`src/rtl/assert_macros.svh`:
```
// Assertion helpers for the RTL, included by rrwl_engine.
`ifndef ASSERT_MACROS_SVH
`define ASSERT_MACROS_SVH

`ifndef NO_ASSERTIONS
`define RRWL_ASSERT_RST(label, clk, rst_n, prop) \
  label: assert property (@(posedge clk) disable iff (!rst_n) (prop)) \
    else $error("assertion failed");
`define RRWL_ASSERT_CLK(label, clk, prop) \
  label: assert property (@(posedge clk) (prop)) \
    else $error("assertion failed");
`else
`define RRWL_ASSERT_RST(label, clk, rst_n, prop)
`define RRWL_ASSERT_CLK(label, clk, prop)
`endif

`endif

```
`src/rtl/rrwl_pkg.sv`:
```
`default_nettype none

package rrwl_pkg;

  localparam int unsigned THREAD_ID_W = 8;
  localparam int unsigned COUNT_OUT_W = 8;

  typedef enum logic [1:0] {
    OP_READ_ACQ  = 2'd0,
    OP_WRITE_ACQ = 2'd1,
    OP_READ_REL  = 2'd2,
    OP_WRITE_REL = 2'd3
  } op_e;

  typedef enum logic [2:0] {
    ST_OK        = 3'd0,
    ST_WRITER    = 3'd1,
    ST_READER    = 3'd2,
    ST_UNDERFLOW = 3'd3,
    ST_OVERFLOW  = 3'd4
  } status_e;

  typedef enum logic [1:0] {
    KIND_NONE   = 2'd0,
    KIND_SINGLE = 2'd1,
    KIND_MANY   = 2'd2
  } kind_e;

  typedef struct packed {
    logic [1:0]             operation;
    logic [THREAD_ID_W-1:0] thread_id;
  } req_t;

  typedef struct packed {
    logic [2:0]             status;
    logic [1:0]             owner_kind;
    logic [COUNT_OUT_W-1:0] readers_held;
    logic [COUNT_OUT_W-1:0] write_depth_now;
  } rsp_t;

endpackage

`default_nettype wire

```
`src/rtl/recursive_reader_writer_lock_core.sv`:
```
// Recursive reader/writer lock for one shared object. Each request carries an
// operation (read acquire, write acquire, read release, write release) and a
// thread id, and returns one response with a status and the owner kind, reader
// count and write depth after the request. Acquires never wait: a refused
// acquire reports writer or reader contention or count overflow, and the
// caller retries. The lock takes one request per clock cycle while the
// output is not stalled; each request goes through the input register, then
// the decision logic into the response register. THREAD_ID_BITS sets how many
// low bits of thread_id identify a thread (at most 8 are used); COUNT_BITS
// sets the width of the read and write counters (overflow at 2^COUNT_BITS-1).
`default_nettype none

module recursive_reader_writer_lock_core #(
  parameter int unsigned THREAD_ID_BITS = 8,
  parameter int unsigned COUNT_BITS     = 8
) (
  input  wire logic           clk_i,
  input  wire logic           rst_ni,
  input  wire logic           in_valid_i,
  output logic                in_stall_o,
  input  wire rrwl_pkg::req_t in_req_i,
  output logic                out_valid_o,
  input  wire logic           out_stall_i,
  output rrwl_pkg::rsp_t      out_rsp_o
);

  localparam int unsigned TidW = (THREAD_ID_BITS < rrwl_pkg::THREAD_ID_W) ?
                                 THREAD_ID_BITS : rrwl_pkg::THREAD_ID_W;

  logic           in_valid_q, in_valid_d;
  rrwl_pkg::req_t in_req_q;
  logic           out_free;
  logic           advance;
  logic           accept;
  rrwl_pkg::rsp_t rsp;

  assign advance    = in_valid_q && out_free;
  assign in_stall_o = in_valid_q && !out_free;
  assign accept     = in_valid_i && !in_stall_o;

  always_comb begin
    in_valid_d = in_valid_q;
    if (accept) begin
      in_valid_d = 1'b1;
    end else if (advance) begin
      in_valid_d = 1'b0;
    end
  end

  always_ff @(posedge clk_i or negedge rst_ni) begin
    if (!rst_ni) begin
      in_valid_q <= 1'b0;
    end else begin
      in_valid_q <= in_valid_d;
    end
  end

  always_ff @(posedge clk_i) begin
    if (accept) begin
      in_req_q <= in_req_i;
    end
  end

  rrwl_engine #(
    .TID_W (TidW),
    .CNT_W (COUNT_BITS)
  ) u_engine (
    .clk_i  (clk_i),
    .rst_ni (rst_ni),
    .en_i   (advance),
    .req_i  (in_req_q),
    .rsp_o  (rsp)
  );

  rrwl_out_reg u_out_reg (
    .clk_i       (clk_i),
    .rst_ni      (rst_ni),
    .load_i      (advance),
    .rsp_i       (rsp),
    .free_o      (out_free),
    .out_valid_o (out_valid_o),
    .out_stall_i (out_stall_i),
    .out_rsp_o   (out_rsp_o)
  );

endmodule

`default_nettype wire

```
`src/rtl/rrwl_engine.sv`:
```
`default_nettype none

`include "assert_macros.svh"

module rrwl_engine #(
  parameter int unsigned TID_W = 8,
  parameter int unsigned CNT_W = 8
) (
  input  wire logic          clk_i,
  input  wire logic          rst_ni,
  input  wire logic          en_i,
  input  wire rrwl_pkg::req_t req_i,
  output rrwl_pkg::rsp_t     rsp_o
);

  rrwl_pkg::kind_e kind_q, kind_d;
  logic [TID_W-1:0] thread_q, thread_d;
  logic [CNT_W-1:0] rc_q, rc_d;
  logic [CNT_W-1:0] wd_q, wd_d;
  rrwl_pkg::status_e status;

  logic [TID_W-1:0] tid;
  logic             owns;
  logic             rc_full;
  logic             wd_full;
  logic [CNT_W+rrwl_pkg::COUNT_OUT_W-1:0] rc_ext;
  logic [CNT_W+rrwl_pkg::COUNT_OUT_W-1:0] wd_ext;

  assign tid     = req_i.thread_id[TID_W-1:0];
  assign owns    = (kind_q == rrwl_pkg::KIND_SINGLE) && (thread_q == tid);
  assign rc_full = &rc_q;
  assign wd_full = &wd_q;

  always_comb begin
    kind_d   = kind_q;
    thread_d = thread_q;
    rc_d     = rc_q;
    wd_d     = wd_q;
    status   = rrwl_pkg::ST_OK;
    case (rrwl_pkg::op_e'(req_i.operation))
      rrwl_pkg::OP_READ_ACQ: begin
        if (!owns && wd_q != '0) begin
          status = rrwl_pkg::ST_WRITER;
        end else if (rc_full) begin
          status = rrwl_pkg::ST_OVERFLOW;
        end else begin
          if (!owns) begin
            if (rc_q != '0) begin
              kind_d   = rrwl_pkg::KIND_MANY;
              thread_d = '0;
            end else begin
              kind_d   = rrwl_pkg::KIND_SINGLE;
              thread_d = tid;
            end
          end
          rc_d = rc_q + 1'b1;
        end
      end
      rrwl_pkg::OP_WRITE_ACQ: begin
        if (owns) begin
          if (wd_full) begin
            status = rrwl_pkg::ST_OVERFLOW;
          end else begin
            wd_d = wd_q + 1'b1;
          end
        end else if (rc_q != '0) begin
          status = rrwl_pkg::ST_READER;
        end else if (wd_q != '0) begin
          status = rrwl_pkg::ST_WRITER;
        end else begin
          kind_d   = rrwl_pkg::KIND_SINGLE;
          thread_d = tid;
          wd_d     = {{(CNT_W-1){1'b0}}, 1'b1};
        end
      end
      rrwl_pkg::OP_READ_REL: begin
        if (rc_q == '0) begin
          status = rrwl_pkg::ST_UNDERFLOW;
        end else begin
          rc_d = rc_q - 1'b1;
          if (rc_d == '0 && wd_q == '0) begin
            kind_d   = rrwl_pkg::KIND_NONE;
            thread_d = '0;
          end
        end
      end
      rrwl_pkg::OP_WRITE_REL: begin
        if (wd_q == '0) begin
          status = rrwl_pkg::ST_UNDERFLOW;
        end else begin
          wd_d = wd_q - 1'b1;
          if (wd_d == '0 && rc_q == '0) begin
            kind_d   = rrwl_pkg::KIND_NONE;
            thread_d = '0;
          end
        end
      end
      default: begin
        status = rrwl_pkg::ST_OK;
      end
    endcase
  end

  // counts are zero-extended or truncated to the 8-bit result fields
  assign rc_ext = {{rrwl_pkg::COUNT_OUT_W{1'b0}}, rc_d};
  assign wd_ext = {{rrwl_pkg::COUNT_OUT_W{1'b0}}, wd_d};

  always_comb begin
    rsp_o.status          = status;
    rsp_o.owner_kind      = kind_d;
    rsp_o.readers_held    = rc_ext[rrwl_pkg::COUNT_OUT_W-1:0];
    rsp_o.write_depth_now = wd_ext[rrwl_pkg::COUNT_OUT_W-1:0];
  end

  always_ff @(posedge clk_i or negedge rst_ni) begin
    if (!rst_ni) begin
      kind_q   <= rrwl_pkg::KIND_NONE;
      thread_q <= '0;
      rc_q     <= '0;
      wd_q     <= '0;
    end else if (en_i) begin
      kind_q   <= kind_d;
      thread_q <= thread_d;
      rc_q     <= rc_d;
      wd_q     <= wd_d;
    end
  end

  `RRWL_ASSERT_RST(a_none_means_idle, clk_i, rst_ni,
    (kind_q == rrwl_pkg::KIND_NONE) |-> (rc_q == '0 && wd_q == '0))
  `RRWL_ASSERT_RST(a_writer_is_single, clk_i, rst_ni,
    (wd_q != '0) |-> (kind_q == rrwl_pkg::KIND_SINGLE))
  `RRWL_ASSERT_RST(a_state_holds_when_idle, clk_i, rst_ni,
    !en_i |=> ($stable(kind_q) && $stable(rc_q) && $stable(wd_q) && $stable(thread_q)))

endmodule

`default_nettype wire

```
`src/rtl/rrwl_out_reg.sv`:
```
`default_nettype none

module rrwl_out_reg (
  input  wire logic           clk_i,
  input  wire logic           rst_ni,
  input  wire logic           load_i,
  input  wire rrwl_pkg::rsp_t rsp_i,
  output logic                free_o,
  output logic                out_valid_o,
  input  wire logic           out_stall_i,
  output rrwl_pkg::rsp_t      out_rsp_o
);

  logic           valid_q, valid_d;
  rrwl_pkg::rsp_t rsp_q;

  assign free_o = !valid_q || !out_stall_i;

  always_comb begin
    valid_d = valid_q;
    if (load_i) begin
      valid_d = 1'b1;
    end else if (!out_stall_i) begin
      valid_d = 1'b0;
    end
  end

  always_ff @(posedge clk_i or negedge rst_ni) begin
    if (!rst_ni) begin
      valid_q <= 1'b0;
    end else begin
      valid_q <= valid_d;
    end
  end

  always_ff @(posedge clk_i) begin
    if (load_i) begin
      rsp_q <= rsp_i;
    end
  end

  assign out_valid_o = valid_q;
  assign out_rsp_o   = rsp_q;

endmodule

`default_nettype wire

```
`config.mk`:
```
export PLATFORM = sky130hd
export DESIGN_NAME = recursive_reader_writer_lock_core
export DESIGN_NICKNAME = d
export VERILOG_FILES = /design/src/rtl/rrwl_pkg.sv /design/src/rtl/recursive_reader_writer_lock_core.sv /design/src/rtl/rrwl_engine.sv /design/src/rtl/rrwl_out_reg.sv
export VERILOG_INCLUDE_DIRS = /design/src /design/src/rtl
export SDC_FILE = /design/constraint.sdc
export NUM_CORES = 1
export LEC_CHECK = 0
export BUFFER_PORTS_ARGS = -buffer_cell sky130_fd_sc_hd__buf_2
export CAP_MARGIN = 20
export CORE_UTILIZATION = 38
export DETAILED_ROUTE_END_ITERATION = 6
export SYNTH_ARGS = -nofsm -noshare
export SYNTH_HDL_FRONTEND = slang
export SYNTH_SLANG_ARGS = --single-unit
```
`constraint.sdc`:
```
create_clock -name clk_i -period 3.9 [get_ports clk_i]
set_clock_uncertainty 0.1 [all_clocks]
set_input_delay 0.195 -clock clk_i [delete_from_list [all_inputs] [get_ports clk_i]]
set_output_delay 0.195 -clock clk_i [all_outputs]
set_load 0.03 [all_outputs]
```
==> results of run 1 <==
[cells in the mapped netlist, drive strengths merged (3+ instances only)]
library cell	n
nor4	5
and4	3
xnor2	14
nor3	21
buf	3
o22ai	3
or3	7
o21ai	33
a22oi	5
nand4	6
o221ai	4
nand2	49
and2	4
dfrtp	28
a31oi	8
ha	8
nor2	38
a211o	3
nand2b	5
clkbuf	24
o41ai	4
o32ai	3
mux2i	15
a221o	3
inv	21
or4b	4
nand3	13
a21oi	17
and3	10
edfxtp	31
o31ai	7
[kinds of logic (layout without fill, tap and decap cells)]
logic type,Yosys count,count (layout)
adders and majority gates,8,8
buffers and inverters,50,98
DFF,59,59
and+or+nand+nor,175,175
AOI/OAI and AO/OA,115,115
muxes,17,17
xor gates and xnor gates,14,14
[layout make-up]
class                   count  area, sq um  share of cell area
clock buffers               9        123.9             0.02724
inverters                  23        86.33             0.01898
flip-flops and latches     59         1632              0.3587
multi-input cells         329         2077              0.4567
repair buffers             59        385.4             0.08473
well taps                 133        166.4             0.03659
clock inverters             7        77.57             0.01706
[how the worst min path moves through the flow]
stage / from / end / cells past startpoint
after global placement: rst_ni / u_engine.rc_q[7] / 1
final: rst_ni / u_engine.wd_q[4] / 2
after detailed placement: rst_ni / u_out_reg.out_valid_o / 1
after global routing: rst_ni / u_engine.thread_q[4] / 2
after floorplan: rst_ni / in_valid_q / 0
after CTS: rst_ni / u_engine.thread_q[5] / 2
[per-stage QoR]
step	std cells	hold slack, ps	setup slack, ps
global route	619	394.3	414.5
global placement	590	191.8	755.1
floorplan	438	-200.6	1090
CTS	619	352.7	650.5
finish	619	325.4	647.3
detailed placement	590	191.5	660.0
[where the power goes]
| part | internal (mW) | switching [mW] | total [mW] |
|---|---|---|---|
| Sequential | 0.804 | 0.214 | 1.02 |
| Clock | 0.299 | 0.275 | 0.574 |
| Combinational | 0.343 | 0.518 | 0.861 |
[critical path, cell delays in order, from the launching register on]
cell and delay, ps:
sky130_fd_sc_hd__dfrtp_1 470, sky130_fd_sc_hd__inv_1 190, sky130_fd_sc_hd__ha_1 250, sky130_fd_sc_hd__or4b_2 670, sky130_fd_sc_hd__xnor2_1 160, sky130_fd_sc_hd__o31ai_1 310, sky130_fd_sc_hd__a31oi_1 260, sky130_fd_sc_hd__nor3_4 500
sky130_fd_sc_hd__mux2i_1 250
[registers in the layout, summed over array words and instances, names as in the netlist]
signal,flops
u_engine.thread_q,8
u_engine.kind_q,2
u_engine.rc_q,8
u_engine.wd_q,8
in_valid_q,1
u_out_reg.out_rsp_o,21
u_out_reg.out_valid_o,1
in_req_q,10
[routing by layer]
metal | track usage | share of wire | up-vias
li1 | - | - | 1725
met1 | 0.2880 | 0.47 | 1686
met2 | 0.3205 | 0.46 | 164
met3 | 0.04503 | 0.063 | 20
met4 | 0.06176 | 0.0097 | 0
met5 | 0 | 0 | -
[placed cells by master, fill, tap and decap left out, types with 3 or more instances in the layout]
cell	count
sky130_fd_sc_hd__a211o_1	3
sky130_fd_sc_hd__a21oi_1	17
sky130_fd_sc_hd__a221o_1	3
sky130_fd_sc_hd__a22oi_1	5
sky130_fd_sc_hd__a31oi_1	8
sky130_fd_sc_hd__and2_1	4
sky130_fd_sc_hd__and3_1	10
sky130_fd_sc_hd__and4_1	3
sky130_fd_sc_hd__buf_2	36
sky130_fd_sc_hd__buf_4	10
sky130_fd_sc_hd__clkbuf_8	9
sky130_fd_sc_hd__clkinv_4	3
sky130_fd_sc_hd__dfrtp_1	28
sky130_fd_sc_hd__dlygate4sd3_1	13
sky130_fd_sc_hd__edfxtp_1	31
sky130_fd_sc_hd__ha_1	8
sky130_fd_sc_hd__inv_1	21
sky130_fd_sc_hd__mux2i_1	15
sky130_fd_sc_hd__nand2_1	49
sky130_fd_sc_hd__nand2b_1	5
sky130_fd_sc_hd__nand3_1	13
sky130_fd_sc_hd__nand4_1	6
sky130_fd_sc_hd__nor2_1	38
sky130_fd_sc_hd__nor3_1	19
sky130_fd_sc_hd__nor4_1	5
sky130_fd_sc_hd__o21ai_0	32
sky130_fd_sc_hd__o221ai_1	4
sky130_fd_sc_hd__o22ai_1	3
sky130_fd_sc_hd__o31ai_1	7
sky130_fd_sc_hd__o32ai_1	3
sky130_fd_sc_hd__o41ai_1	4
sky130_fd_sc_hd__or3_1	7
sky130_fd_sc_hd__or4b_2	3
sky130_fd_sc_hd__xnor2_1	14
[what timing repair did]
action                                 in CTS  in global routing
hold buffers                               13                  0
buffers inserted                            0                  0
endpoints found under the hold margin      40                  0
==> results.md, run 1 <==
| Parameter | Value | Unit |
|---|---|---|
| Run status | complete, no violations | - |
| GRT Util Overall | 0.2062 | - |
| Portion of netlist area occupied by mux cells | 0.04427 | - |
| Clock latency of the later-clocked register in the worst-skew pair | 350 | ps |
| Crit. End Element | register | - |
| Dpl cell area | 0.004217 | sq mm |
| Core outline area | 0.009864 | sq mm |
| Total of flip-flops plus latches after synthesis | 59 | - |
| Pwr dens | 539.6 | mW/mm^2 |
| Share of the synthesized area in the top cell type | 0.2387 | - |
| Max-Slew Margin vs Limit | 0.3677 | - |
| Area share of and/or/nand/nor cells after synthesis | 0.2307 | - |
| Crit Reg-Reg Endpoint | u_engine.thread_q[3] | - |
| Vias per cell | 5.808 | - |
| Syn. warnings | 0 | - |
| Aggregate negative setup slack | 0 | ps |
| Fmax achieved | 0.3074 | GHz |
| Total count of max-transition violations in the final report | 0 | - |
| Final setup viols | 0 | - |
| Number of buffers inserted by port buffering | 36 | - |
| Slew at the pin closest to its max-slew limit | 941.1 | ps |
| Dominant cell type by area after synthesis | sky130_fd_sc_hd__edfxtp_1 | - |
| Clock tree from TritonCTS | yes | - |
| Depth of the worst register-to-register path | 8 | - |
| Cell area after synthesis | 0.003900 | sq mm |
| Cell types with the largest area share after synthesis | sky130_fd_sc_hd__edfxtp_1, sky130_fd_sc_hd__dfrtp_1, sky130_fd_sc_hd__nand2_1 | - |
| Fraction of the mapped netlist area in compound gates | 0.2005 | - |
| Clock tree root buffer cell | sky130_fd_sc_hd__clkbuf_8 | - |
| Share of the core filled with cells in the final layout | 0.4611 | - |
| Post-synth ARST share | 0.4746 | - |
| CP Data Arrival Time | 3420 | ps |
| Fraction of final layout cells sized beyond drive strength 1 | 0.1502 | - |
| Post-route fraction of the period consumed by the critical path | 0.8340 | - |
| Reported max-cap violation count | 0 | - |
| Global-route congestion overflow total | 0 | - |
| HPWL after DPL | 7411 | um |
| Hold Violations, Final | 0 | - |
| Post-route antenna net violation count | 0 | - |
| Clock transition at the register clock pins on the worst setup and hold paths after CTS | 80 | ps |
| Count of H-tree levels built during CTS | 3 | - |
| Final design area excluding fillers | 0.004548 | sq mm |
| Number of gates resized after cts | 0 | - |
| Total via count after detailed routing | 3,595 | - |
| Start point of the critical path | u_engine.wd_q[0] | - |
| Initial antenna violation count | 0 | - |
| FF-to-FF Start | u_engine.wd_q[0] | - |
| Share of the synthesized netlist area taken by xor and xnor gates | 0.03144 | - |
| Static leakage power | 1.736 | nW |
| Net count after synthesis | 460 | - |
| Inserted Diodes | 0 | - |
| Global-route wire length before repair | 16,550 | um |
| Area growth syn-to-layout | 16.62 | % |
| Maximum root-to-sink buffer count | 2 | - |
| Drc violations | 0 | - |
| Combinational family with the most area after synthesis | simple AND/OR/NAND/NOR gates | - |
| Initial Util | 0.3954 | - |
| Adder-cell area share of the yosys netlist | 0.02567 | - |
| Total power draw | 2.454 | mW |
| Number of inserted filler cells in the final layout | 941 | - |
| Number of global-route vias before repair | 3,190 | - |
| Worst reg-to-reg setup slack | 650 | ps |
| Number of buffers created by CTS | 9 | - |
| Worst Setup EP | u_engine.thread_q[3] | - |
| Routed WL | 10,480 | um |
| Wire length per cell | 16.94 | um |
| Largest fanout on the critical path | 8 | - |
| Instance count of the mapped netlist | 438 | - |
| Final weighted congestion in routability-driven placement | 0.9345 | - |
| I/O pin count | 37 | - |
| Largest net degree at the start of global routing | 29 | - |
| Number of DRC markers in iteration 0 | 345 | - |
| Crit Path Class | reg2reg | - |
| Worst supply voltage drop on vdd | 0.0001997 | V |
| Area enclosed by the die boundary | 0.01067 | sq mm |
| Die X | 103.3 | um |
| Count of different cell masters after synthesis | 60 | - |
| Sequential-to-total area share from yosys stat | 0.4184 | - |
| Number of synthesized flops with an enable pin | 31 | - |
| Vertical die dimension | 103.3 | um |
| Required time at the endpoint of the critical path | 4070 | ps |
| Syn avg cell area | 8.904 | sq um |
| Worst min-delay path class | in2async | - |
| Number of nets in the layout | 503 | - |
| Post-layout min period | 3253 | ps |
| Initial DRT Pass Iterations | 5 | - |
| Kind of launch point of the worst setup path | register | - |
| Cell Rows | 36 | - |
| Unrepaired setup endpoints after global routing | false | - |
| Number of clock sinks | 59 | - |
| Top flip-flop cell by instance count after synthesis | sky130_fd_sc_hd__edfxtp_1 | - |
No activity file was read; power rests on OpenSTA's default activity.
==> run 2, diff against run 1 <==
--- a/config.mk
+++ b/config.mk
@@ -6,6 +6,7 @@
 export SDC_FILE = /design/constraint.sdc
 export NUM_CORES = 1
 export LEC_CHECK = 0
+export ABC_AREA = 1
 export BUFFER_PORTS_ARGS = -buffer_cell sky130_fd_sc_hd__buf_2
 export CAP_MARGIN = 20
 export CORE_UTILIZATION = 38
==> constraint.sdc (replaced) <==
create_clock -name clk_i -period 2.75 [get_ports clk_i]
set_clock_uncertainty 0.1 [all_clocks]
set_input_delay 0.1375 -clock clk_i [delete_from_list [all_inputs] [get_ports clk_i]]
set_output_delay 0.1375 -clock clk_i [all_outputs]
set_load 0.03 [all_outputs]
==> results.md, run 2 <==
| Parameter | Value | Unit | Change |
|---|---|---|---|
| Static leakage power | 2.252 | nW | +30% |
| I/O pin count | 37 | - | unchanged |
| Total count of max-transition violations in the final report | 0 | - | unchanged |
| Number of nets in the layout | 594 | - | +18% |
| CP max stage delay | 480 | ps | -190 ps |
| Number of gates resized after cts | 0 | - | unchanged |
| Clock tree root buffer cell | sky130_fd_sc_hd__clkbuf_8 | - |  |
| Final WS setup | 344.9 | ps | -302.5 ps |
| Area enclosed by the die boundary | 0.01079 | sq mm | +1.1% |
| Number of clock sinks | 59 | - | unchanged |
| Cell Rows | 36 | - | unchanged |
| Share of the synthesized area in the top cell type | 0.2360 | - | -0.002650 |
| Instance count of the mapped netlist | 518 | - | +18% |
| Cell types with the largest area share after synthesis | sky130_fd_sc_hd__edfxtp_1, sky130_fd_sc_hd__dfrtp_1, sky130_fd_sc_hd__nand2_1 | - |  |
| Final worst hold slack | 295.4 | ps | -29.97 ps |
| Quantity of hold-fixing buffers added after cts | 13 | - | unchanged |
| Number of buffers created by CTS | 9 | - | unchanged |
| Final setup viols | 0 | - | unchanged |
| Global-route congestion overflow total | 0 | - | unchanged |
| Core outline area | 0.009910 | sq mm | +0.46% |
| Inserted Diodes | 0 | - | unchanged |
| Post-route fraction of the period consumed by the critical path | 0.8746 | - | +0.04057 |
| Depth of the worst register-to-register path | 13 | - | +5 |
| M1 WL | 4554 | um | -7.6% |
| HPWL after DPL | 6643 | um | -10% |
| Wire length per cell | 13.46 | um | -21% |
| Top routing layer in use | met4 | - |  |
| Maximum root-to-sink buffer count | 2 | - | unchanged |
| Most frequent cell after synthesis | sky130_fd_sc_hd__nand2_1 | - |  |
| Hold Violations, Final | 0 | - | unchanged |
| Post-synth ARST share | 0.4746 | - | unchanged |
| Commonest cells post-synth | sky130_fd_sc_hd__nand2_1, sky130_fd_sc_hd__nand3_1, sky130_fd_sc_hd__inv_1 | - |  |
| DP Worst Slack | 369.0 | ps | -291.0 ps |
| Initial Util | 0.3980 | - | +0.002622 |
| Worst reg-to-reg setup slack | 340 | ps | -300 ps |
| Cell area after synthesis | 0.003944 | sq mm | +1.1% |
| Number of global-route vias before repair | 3,221 | - | +0.97% |
| FF-to-FF Start | u_engine.rc_q[0] | - |  |
| Largest fanout on the critical path | 9 | - | +1 |
| Initial antenna violation count | 0 | - | unchanged |
| Total of flip-flops plus latches after synthesis | 59 | - | unchanged |
| Clock latency of the later-clocked register in the worst-skew pair | 340 | ps | about the same |
| Syn avg cell area | 7.613 | sq um | -14% |
| Number of DRC markers in iteration 0 | 299 | - | -13% |
| Crit path top cell by count | sky130_fd_sc_hd__nand2_1 | - |  |
| Number of synthesized flops with an enable pin | 31 | - | unchanged |
| Count of H-tree levels built during CTS | 3 | - | unchanged |
| Run status | complete, no violations | - |  |
| Dominant cell type by area after synthesis | sky130_fd_sc_hd__edfxtp_1 | - |  |
| Reported max-cap violation count | 0 | - | unchanged |
| Leading cell type in the layout, fill and taps excluded | sky130_fd_sc_hd__nand2_1 | - |  |
| Clock transition at the register clock pins on the worst setup and hold paths after CTS | 80 | ps | about the same |
| Fmax achieved | 0.4158 | GHz | +35% |
| Slew at the pin closest to its max-slew limit | 745.6 | ps | -195.5 ps |
| Crit. End Element | register | - |  |
| Worst supply voltage drop on vdd | 0.0003991 | V | +100% |
| Aggregate negative setup slack | 0 | ps | unchanged |
| Syn. warnings | 0 | - | unchanged |
| Commonest non-fill, non-tap cells in the layout | sky130_fd_sc_hd__nand2_1, sky130_fd_sc_hd__nand3_1, sky130_fd_sc_hd__inv_1 | - |  |
| Total power draw | 4.947 | mW | +100% |
| Max-Slew Margin vs Limit | 0.5029 | - | +0.1352 |
| Share of the core filled with cells in the final layout | 0.4640 | - | +0.002955 |
| Worst-path cell with the longest stage delay | sky130_fd_sc_hd__dfrtp_1 | - |  |
| Die X | 103.9 | um | +0.55% |
| Largest register FFs | 21 | - | unchanged |
| Sequence of cells on the critical path | inv_1, ha_1, nand2_2, nor2_8, nand2_4, inv_2, nand2_1, nand3_1, nand3b_4, nor2_8, nand2_4, nand2_1, nand2_1 | - |  |
| Number of buffers inserted by port buffering | 36 | - | unchanged |
| Largest net degree at the start of global routing | 43 | - | +48% |
| Area growth syn-to-layout | 16.59 | % | about the same |
| Unrepaired setup endpoints after global routing | false | - |  |
| Count of different cell masters after synthesis | 40 | - | -33% |
| Kind of launch point of the worst setup path | register | - |  |
| Initial DRT Pass Iterations | 5 | - | unchanged |
| Drc violations | 0 | - | unchanged |
| Post-layout min period | 2405 | ps | -847.5 ps |
| Routed met3 length | 481 | um | -27% |
| Post-route antenna net violation count | 0 | - | unchanged |
| Net count after synthesis | 540 | - | +17% |
| Fraction of final layout cells sized beyond drive strength 1 | 0.1629 | - | +0.01271 |
| Required time at the endpoint of the critical path | 2870 | ps | -1200 ps |
| Pwr dens | 1076 | mW/mm^2 | +99% |
| Crit Reg-Reg Endpoint | u_engine.thread_q[0] | - |  |
| Total via count after detailed routing | 3,539 | - | -1.6% |
| Crit Path Class | reg2reg | - |  |
| Sequential-to-total area share from yosys stat | 0.4137 | - | -0.004645 |
| Worst min-delay path class | in2async | - |  |
| GRT Util Overall | 0.1838 | - | -0.02244 |
| Top flip-flop cell by instance count after synthesis | sky130_fd_sc_hd__edfxtp_1 | - |  |
| Clock tree from TritonCTS | yes | - |  |
| Post-CTS Setup Inserts | 0 | - | unchanged |
| Routed WL | 9557 | um | -8.8% |
| Sum of met2 wire segment lengths after detailed routing | 4289 | um | -10% |
| Global-route wire length before repair | 15,610 | um | -5.7% |
| Vias per cell | 4.985 | - | -14% |
| CP Data Arrival Time | 2530 | ps | -890 ps |
| Vertical die dimension | 103.9 | um | +0.55% |
| Final weighted congestion in routability-driven placement | 0.9344 | - | about the same |
==> run 2: cells by family after synthesis <==
logic type | synth area share
xor gates and xnor gates | 0.01777
buffers and inverters | 0.08629
adders and majority gates | 0.02538
AOI/OAI and AO/OA | 0.05584
and+or+nand+nor | 0.4010
DFF | 0.4137
==> run 2: report_power, final <==
group	leakage, nW	switching, mW	internal [mW]
registers	0.670	0.340	1.26
clock network	0.101	0.360	0.503
logic	1.48	1.66	0.821
total	2.25	2.36	2.58
==> run 2: metrics by stage <==
stage / std cells / instance area, sq um
finish: 710 / 4598
global route: 710 / 4598
CTS: 710 / 4598
detailed placement: 681 / 4260
global placement: 681 / 4260
floorplan: 518 / 3944
==> run 2: layout make-up <==
class / count / area (sq um)
Timing Repair Buffer: 58 / 377.9
Tap cell: 133 / 166.4
Multi-Input combinational cell: 382 / 1979
Sequential cell: 59 / 1632
Fill cell: 981 / 5311
Clock inverter: 6 / 80.08
Clock buffer: 10 / 127.6
Inverter: 62 / 235.2
==> run 2: critical path: cells and delay by family, from the launching register on <==
family                   cells  cell delay, ps
adder cells (fa/ha/maj)      1             300
flip-flops                   1             480
buffers and inverters        2             280
AND/OR/NAND/NOR             10            1110
==> run 2: per-layer routing <==
metal,vias up,track usage
met2,127,0.2757
met3,21,0.03195
met5,-,0
li1,1776,-
met1,1615,0.2536
met4,0,0.09490
==> run 2: how the worst max path moves through the flow <==
stage,from,endpoint,slack [ps],depth (start not counted)
6_report,u_engine.rc_q[0],u_engine.thread_q[0],340,13
5_1_grt,u_engine.rc_q[0],u_engine.thread_q[0],160,13
4_1_cts,u_engine.rc_q[0],u_engine.thread_q[0],350,13
3_5_place_dp,u_engine.rc_q[0],u_engine.thread_q[0],370,13
3_3_place_gp,u_engine.rc_q[0],u_engine.thread_q[4],400,13
2_1_floorplan,u_out_reg.out_valid_o,u_out_reg.out_rsp_o[0],600,4
==> run 3, diff against run 2 <==
--- a/config.mk
+++ b/config.mk
@@ -11,6 +11,7 @@
 export CAP_MARGIN = 20
 export CORE_UTILIZATION = 38
 export DETAILED_ROUTE_END_ITERATION = 6
+export REMOVE_ABC_BUFFERS = 1
 export SYNTH_ARGS = -nofsm -noshare
 export SYNTH_HDL_FRONTEND = slang
 export SYNTH_SLANG_ARGS = --single-unit
==> results.md, run 3 (same netlist as run 2, synthesis figures left out) <==
| Parameter | Value | Unit | Change |
|---|---|---|---|
| Cell Rows | 36 | - | unchanged |
| Largest net degree at the start of global routing | 43 | - | unchanged |
| GRT Util Overall | 0.1877 | - | +0.003933 |
| Routed WL | 9435 | um | -1.3% |
| Final weighted congestion in routability-driven placement | 0.9301 | - | -0.46% |
| Number of DRC markers in iteration 0 | 199 | - | -33% |
| Crit Path Class | reg2reg | - |  |
| Maximum root-to-sink buffer count | 2 | - | unchanged |
| Clock tree root buffer cell | sky130_fd_sc_hd__clkbuf_8 | - |  |
| Required time at the endpoint of the critical path | 2890 | ps | +20 ps |
| Worst min-delay path class | in2async | - |  |
| Die X | 103.9 | um | unchanged |
| I/O pin count | 37 | - | unchanged |
| Clock tree from TritonCTS | yes | - |  |
| HPWL after DPL | 6628 | um | -0.23% |
| DP Worst Slack | 373.8 | ps | +4.807 ps |
| Number of nets in the layout | 590 | - | -0.67% |
| Number of global-route vias before repair | 3,274 | - | +1.6% |
| Logic depth of the worst path, buffers included | 12 | - | -1 |
| Max-Slew Margin vs Limit | 0.5231 | - | +0.02017 |
| Sequence of cells on the critical path | inv_1, ha_1, nand2_2, nor2_8, nand2_4, o21ai_4, nand3_1, nand3b_4, nor2_8, nand2_4, nand2_1, nand2_1 | - |  |
| Vias per cell | 4.943 | - | -0.83% |
| Number of buffers created by CTS | 9 | - | unchanged |
| Reported max-cap violation count | 0 | - | unchanged |
| Leading cell type in the layout, fill and taps excluded | sky130_fd_sc_hd__nand2_1 | - |  |
| Core outline area | 0.009910 | sq mm | unchanged |
| Global-route congestion overflow total | 0 | - | unchanged |
| Clock latency of the later-clocked register in the worst-skew pair | 350 | ps | about the same |
| Clock transition at the register clock pins on the worst setup and hold paths after CTS | 80 | ps | about the same |
| Drc violations | 0 | - | unchanged |
| Fmax achieved | 0.4184 | GHz | +0.64% |
| Final setup viols | 0 | - | unchanged |
| Share of the core filled with cells in the final layout | 0.4597 | - | -0.004293 |
| Final worst hold slack | 267.9 | ps | -27.52 ps |
| Area growth syn-to-layout | 15.51 | % |  |
| Area enclosed by the die boundary | 0.01079 | sq mm | unchanged |
| Fraction of final layout cells sized beyond drive strength 1 | 0.1606 | - | -0.002353 |
| Wire length per cell | 13.36 | um | -0.72% |
| Count of H-tree levels built during CTS | 3 | - | unchanged |
| Number of buffers inserted by port buffering | 36 | - | unchanged |
| Kind of launch point of the worst setup path | register | - |  |
| Crit. End Element | register | - |  |
| Total via count after detailed routing | 3,490 | - | -1.4% |
| Initial DRT Pass Iterations | 7 | - | +2 |
| Post-CTS Setup Inserts | 0 | - | unchanged |
| Total power draw | 4.866 | mW | -1.6% |
| Total count of max-transition violations in the final report | 0 | - | unchanged |
| Critical path's top delay family | simple AND/OR/NAND/NOR gates | - |  |
| Worst-path cell with the longest stage delay | sky130_fd_sc_hd__dfrtp_1 | - |  |
| CP Data Arrival Time | 2530 | ps | about the same |
| Largest register FFs | 21 | - | unchanged |
| Number of inserted filler cells in the final layout | 1,002 | - | +2.1% |
| Hold Violations, Final | 0 | - | unchanged |
| Largest fanout on the critical path | 9 | - | unchanged |
| Buffers and inverters on the worst path | 1 | - | -1 |
| Post-layout min period | 2390 | ps | -15.30 ps |
| Slew at the pin closest to its max-slew limit | 715.4 | ps | -30.25 ps |
| Commonest non-fill, non-tap cells in the layout | sky130_fd_sc_hd__nand2_1, sky130_fd_sc_hd__nand3_1, sky130_fd_sc_hd__inv_1 | - |  |
| Pwr dens | 1068 | mW/mm^2 | -0.70% |
| Number of clock sinks | 59 | - | unchanged |
| Static leakage power | 2.225 | nW | -1.2% |
| Post-route fraction of the period consumed by the critical path | 0.8690 | - | -0.005563 |
| Depth of the worst register-to-register path | 12 | - | -1 |
| Global-route wire length before repair | 16,150 | um | +3.4% |
| CP max stage delay | 460 | ps | -20 ps |
| Initial antenna violation count | 0 | - | unchanged |
| Worst supply voltage drop on vdd | 0.0003802 | V | -4.7% |
| Initial Util | 0.3980 | - | unchanged |
| Run status | complete, no violations | - |  |
| Inserted Diodes | 0 | - | unchanged |
| Unrepaired setup endpoints after global routing | false | - |  |
| Post-route antenna net violation count | 0 | - | unchanged |
| Vertical die dimension | 103.9 | um | unchanged |
| Final WS setup | 360.2 | ps | +15.30 ps |
[run 3: cell types whose count changed in the layout (fill, tap and decap cells not counted), sizes merged]
| cell | previous run | this run |
|---|---|---|
| buf | 45 | 41 |
| clkinvlp | 1 | 2 |
| bufinv | 2 | 1 |
[run 3: worst reg2reg max path, cell delays in order, from the launching register on]
cell and delay, ps:
sky130_fd_sc_hd__dfrtp_1 460, sky130_fd_sc_hd__inv_1 220, sky130_fd_sc_hd__ha_1 300, sky130_fd_sc_hd__nand2_2 130
sky130_fd_sc_hd__nor2_8 140, sky130_fd_sc_hd__nand2_4 90, sky130_fd_sc_hd__o21ai_4 170, sky130_fd_sc_hd__nand3_1 100
sky130_fd_sc_hd__nand3b_4 190, sky130_fd_sc_hd__nor2_8 170, sky130_fd_sc_hd__nand2_4 100, sky130_fd_sc_hd__nand2_1 70
sky130_fd_sc_hd__nand2_1 50
[run 3: area by class of cell]
cell class / instances / area, sq um / area share
flip-flops and latches: 59 / 1632 / 0.3581
clock buffers: 10 / 127.6 / 0.02801
well taps: 133 / 166.4 / 0.03653
clock inverters: 6 / 67.56 / 0.01483
repair buffers: 54 / 347.8 / 0.07635
inverters: 62 / 235.2 / 0.05163
multi-input cells: 382 / 1979 / 0.4345
[run 3: what timing repair did]
| action | 4_1_cts | 5_1_grt |
|---|---|---|
| hold buffers | 13 | 0 |
| resized for setup | 0 | 0 |
| endpoints found under the hold margin | 40 | 0 |
[run 3: routing by layer]
metal	routed length (um)	GRT usage	up-vias
met2	4412	0.2967	112
li1	-	-	1767
met5	0	0	-
met3	471	0.04574	14
met4	163	0.06633	0
met1	4387	0.2499	1597
[run 3: final timing paths]
check	from	to	slack (ps)
max in group asynchronous	rst_ni	u_engine.rc_q[4]	1810
worst min register to register	u_engine.thread_q[0]	u_engine.thread_q[0]	380
worst min-delay path	rst_ni	u_engine.wd_q[3]	270
worst max register to register	u_engine.rc_q[0]	u_engine.thread_q[1]	360
worst max-delay path	u_engine.rc_q[0]	u_engine.thread_q[1]	360
min in group clk_i	u_engine.thread_q[0]	u_engine.thread_q[0]	380
[run 3: report_power, final]
part           switching (mW)  leakage (nW)  internal, mW  total [mW]
combinational            1.65          1.46         0.819        2.47
clock                   0.372        0.0925         0.419       0.792
sequential              0.342         0.670          1.26        1.60
[run 3: stage by stage]
| step | cells | cell area, sq um | setup TNS (ps) |
|---|---|---|---|
| after floorplan | 503 | 3839 | -16460 |
| after global placement | 677 | 4230 | 0 |
| after detailed placement | 677 | 4230 | 0 |
| after CTS | 706 | 4556 | 0 |
| after global routing | 706 | 4556 | 0 |
| final | 706 | 4556 | 0 |
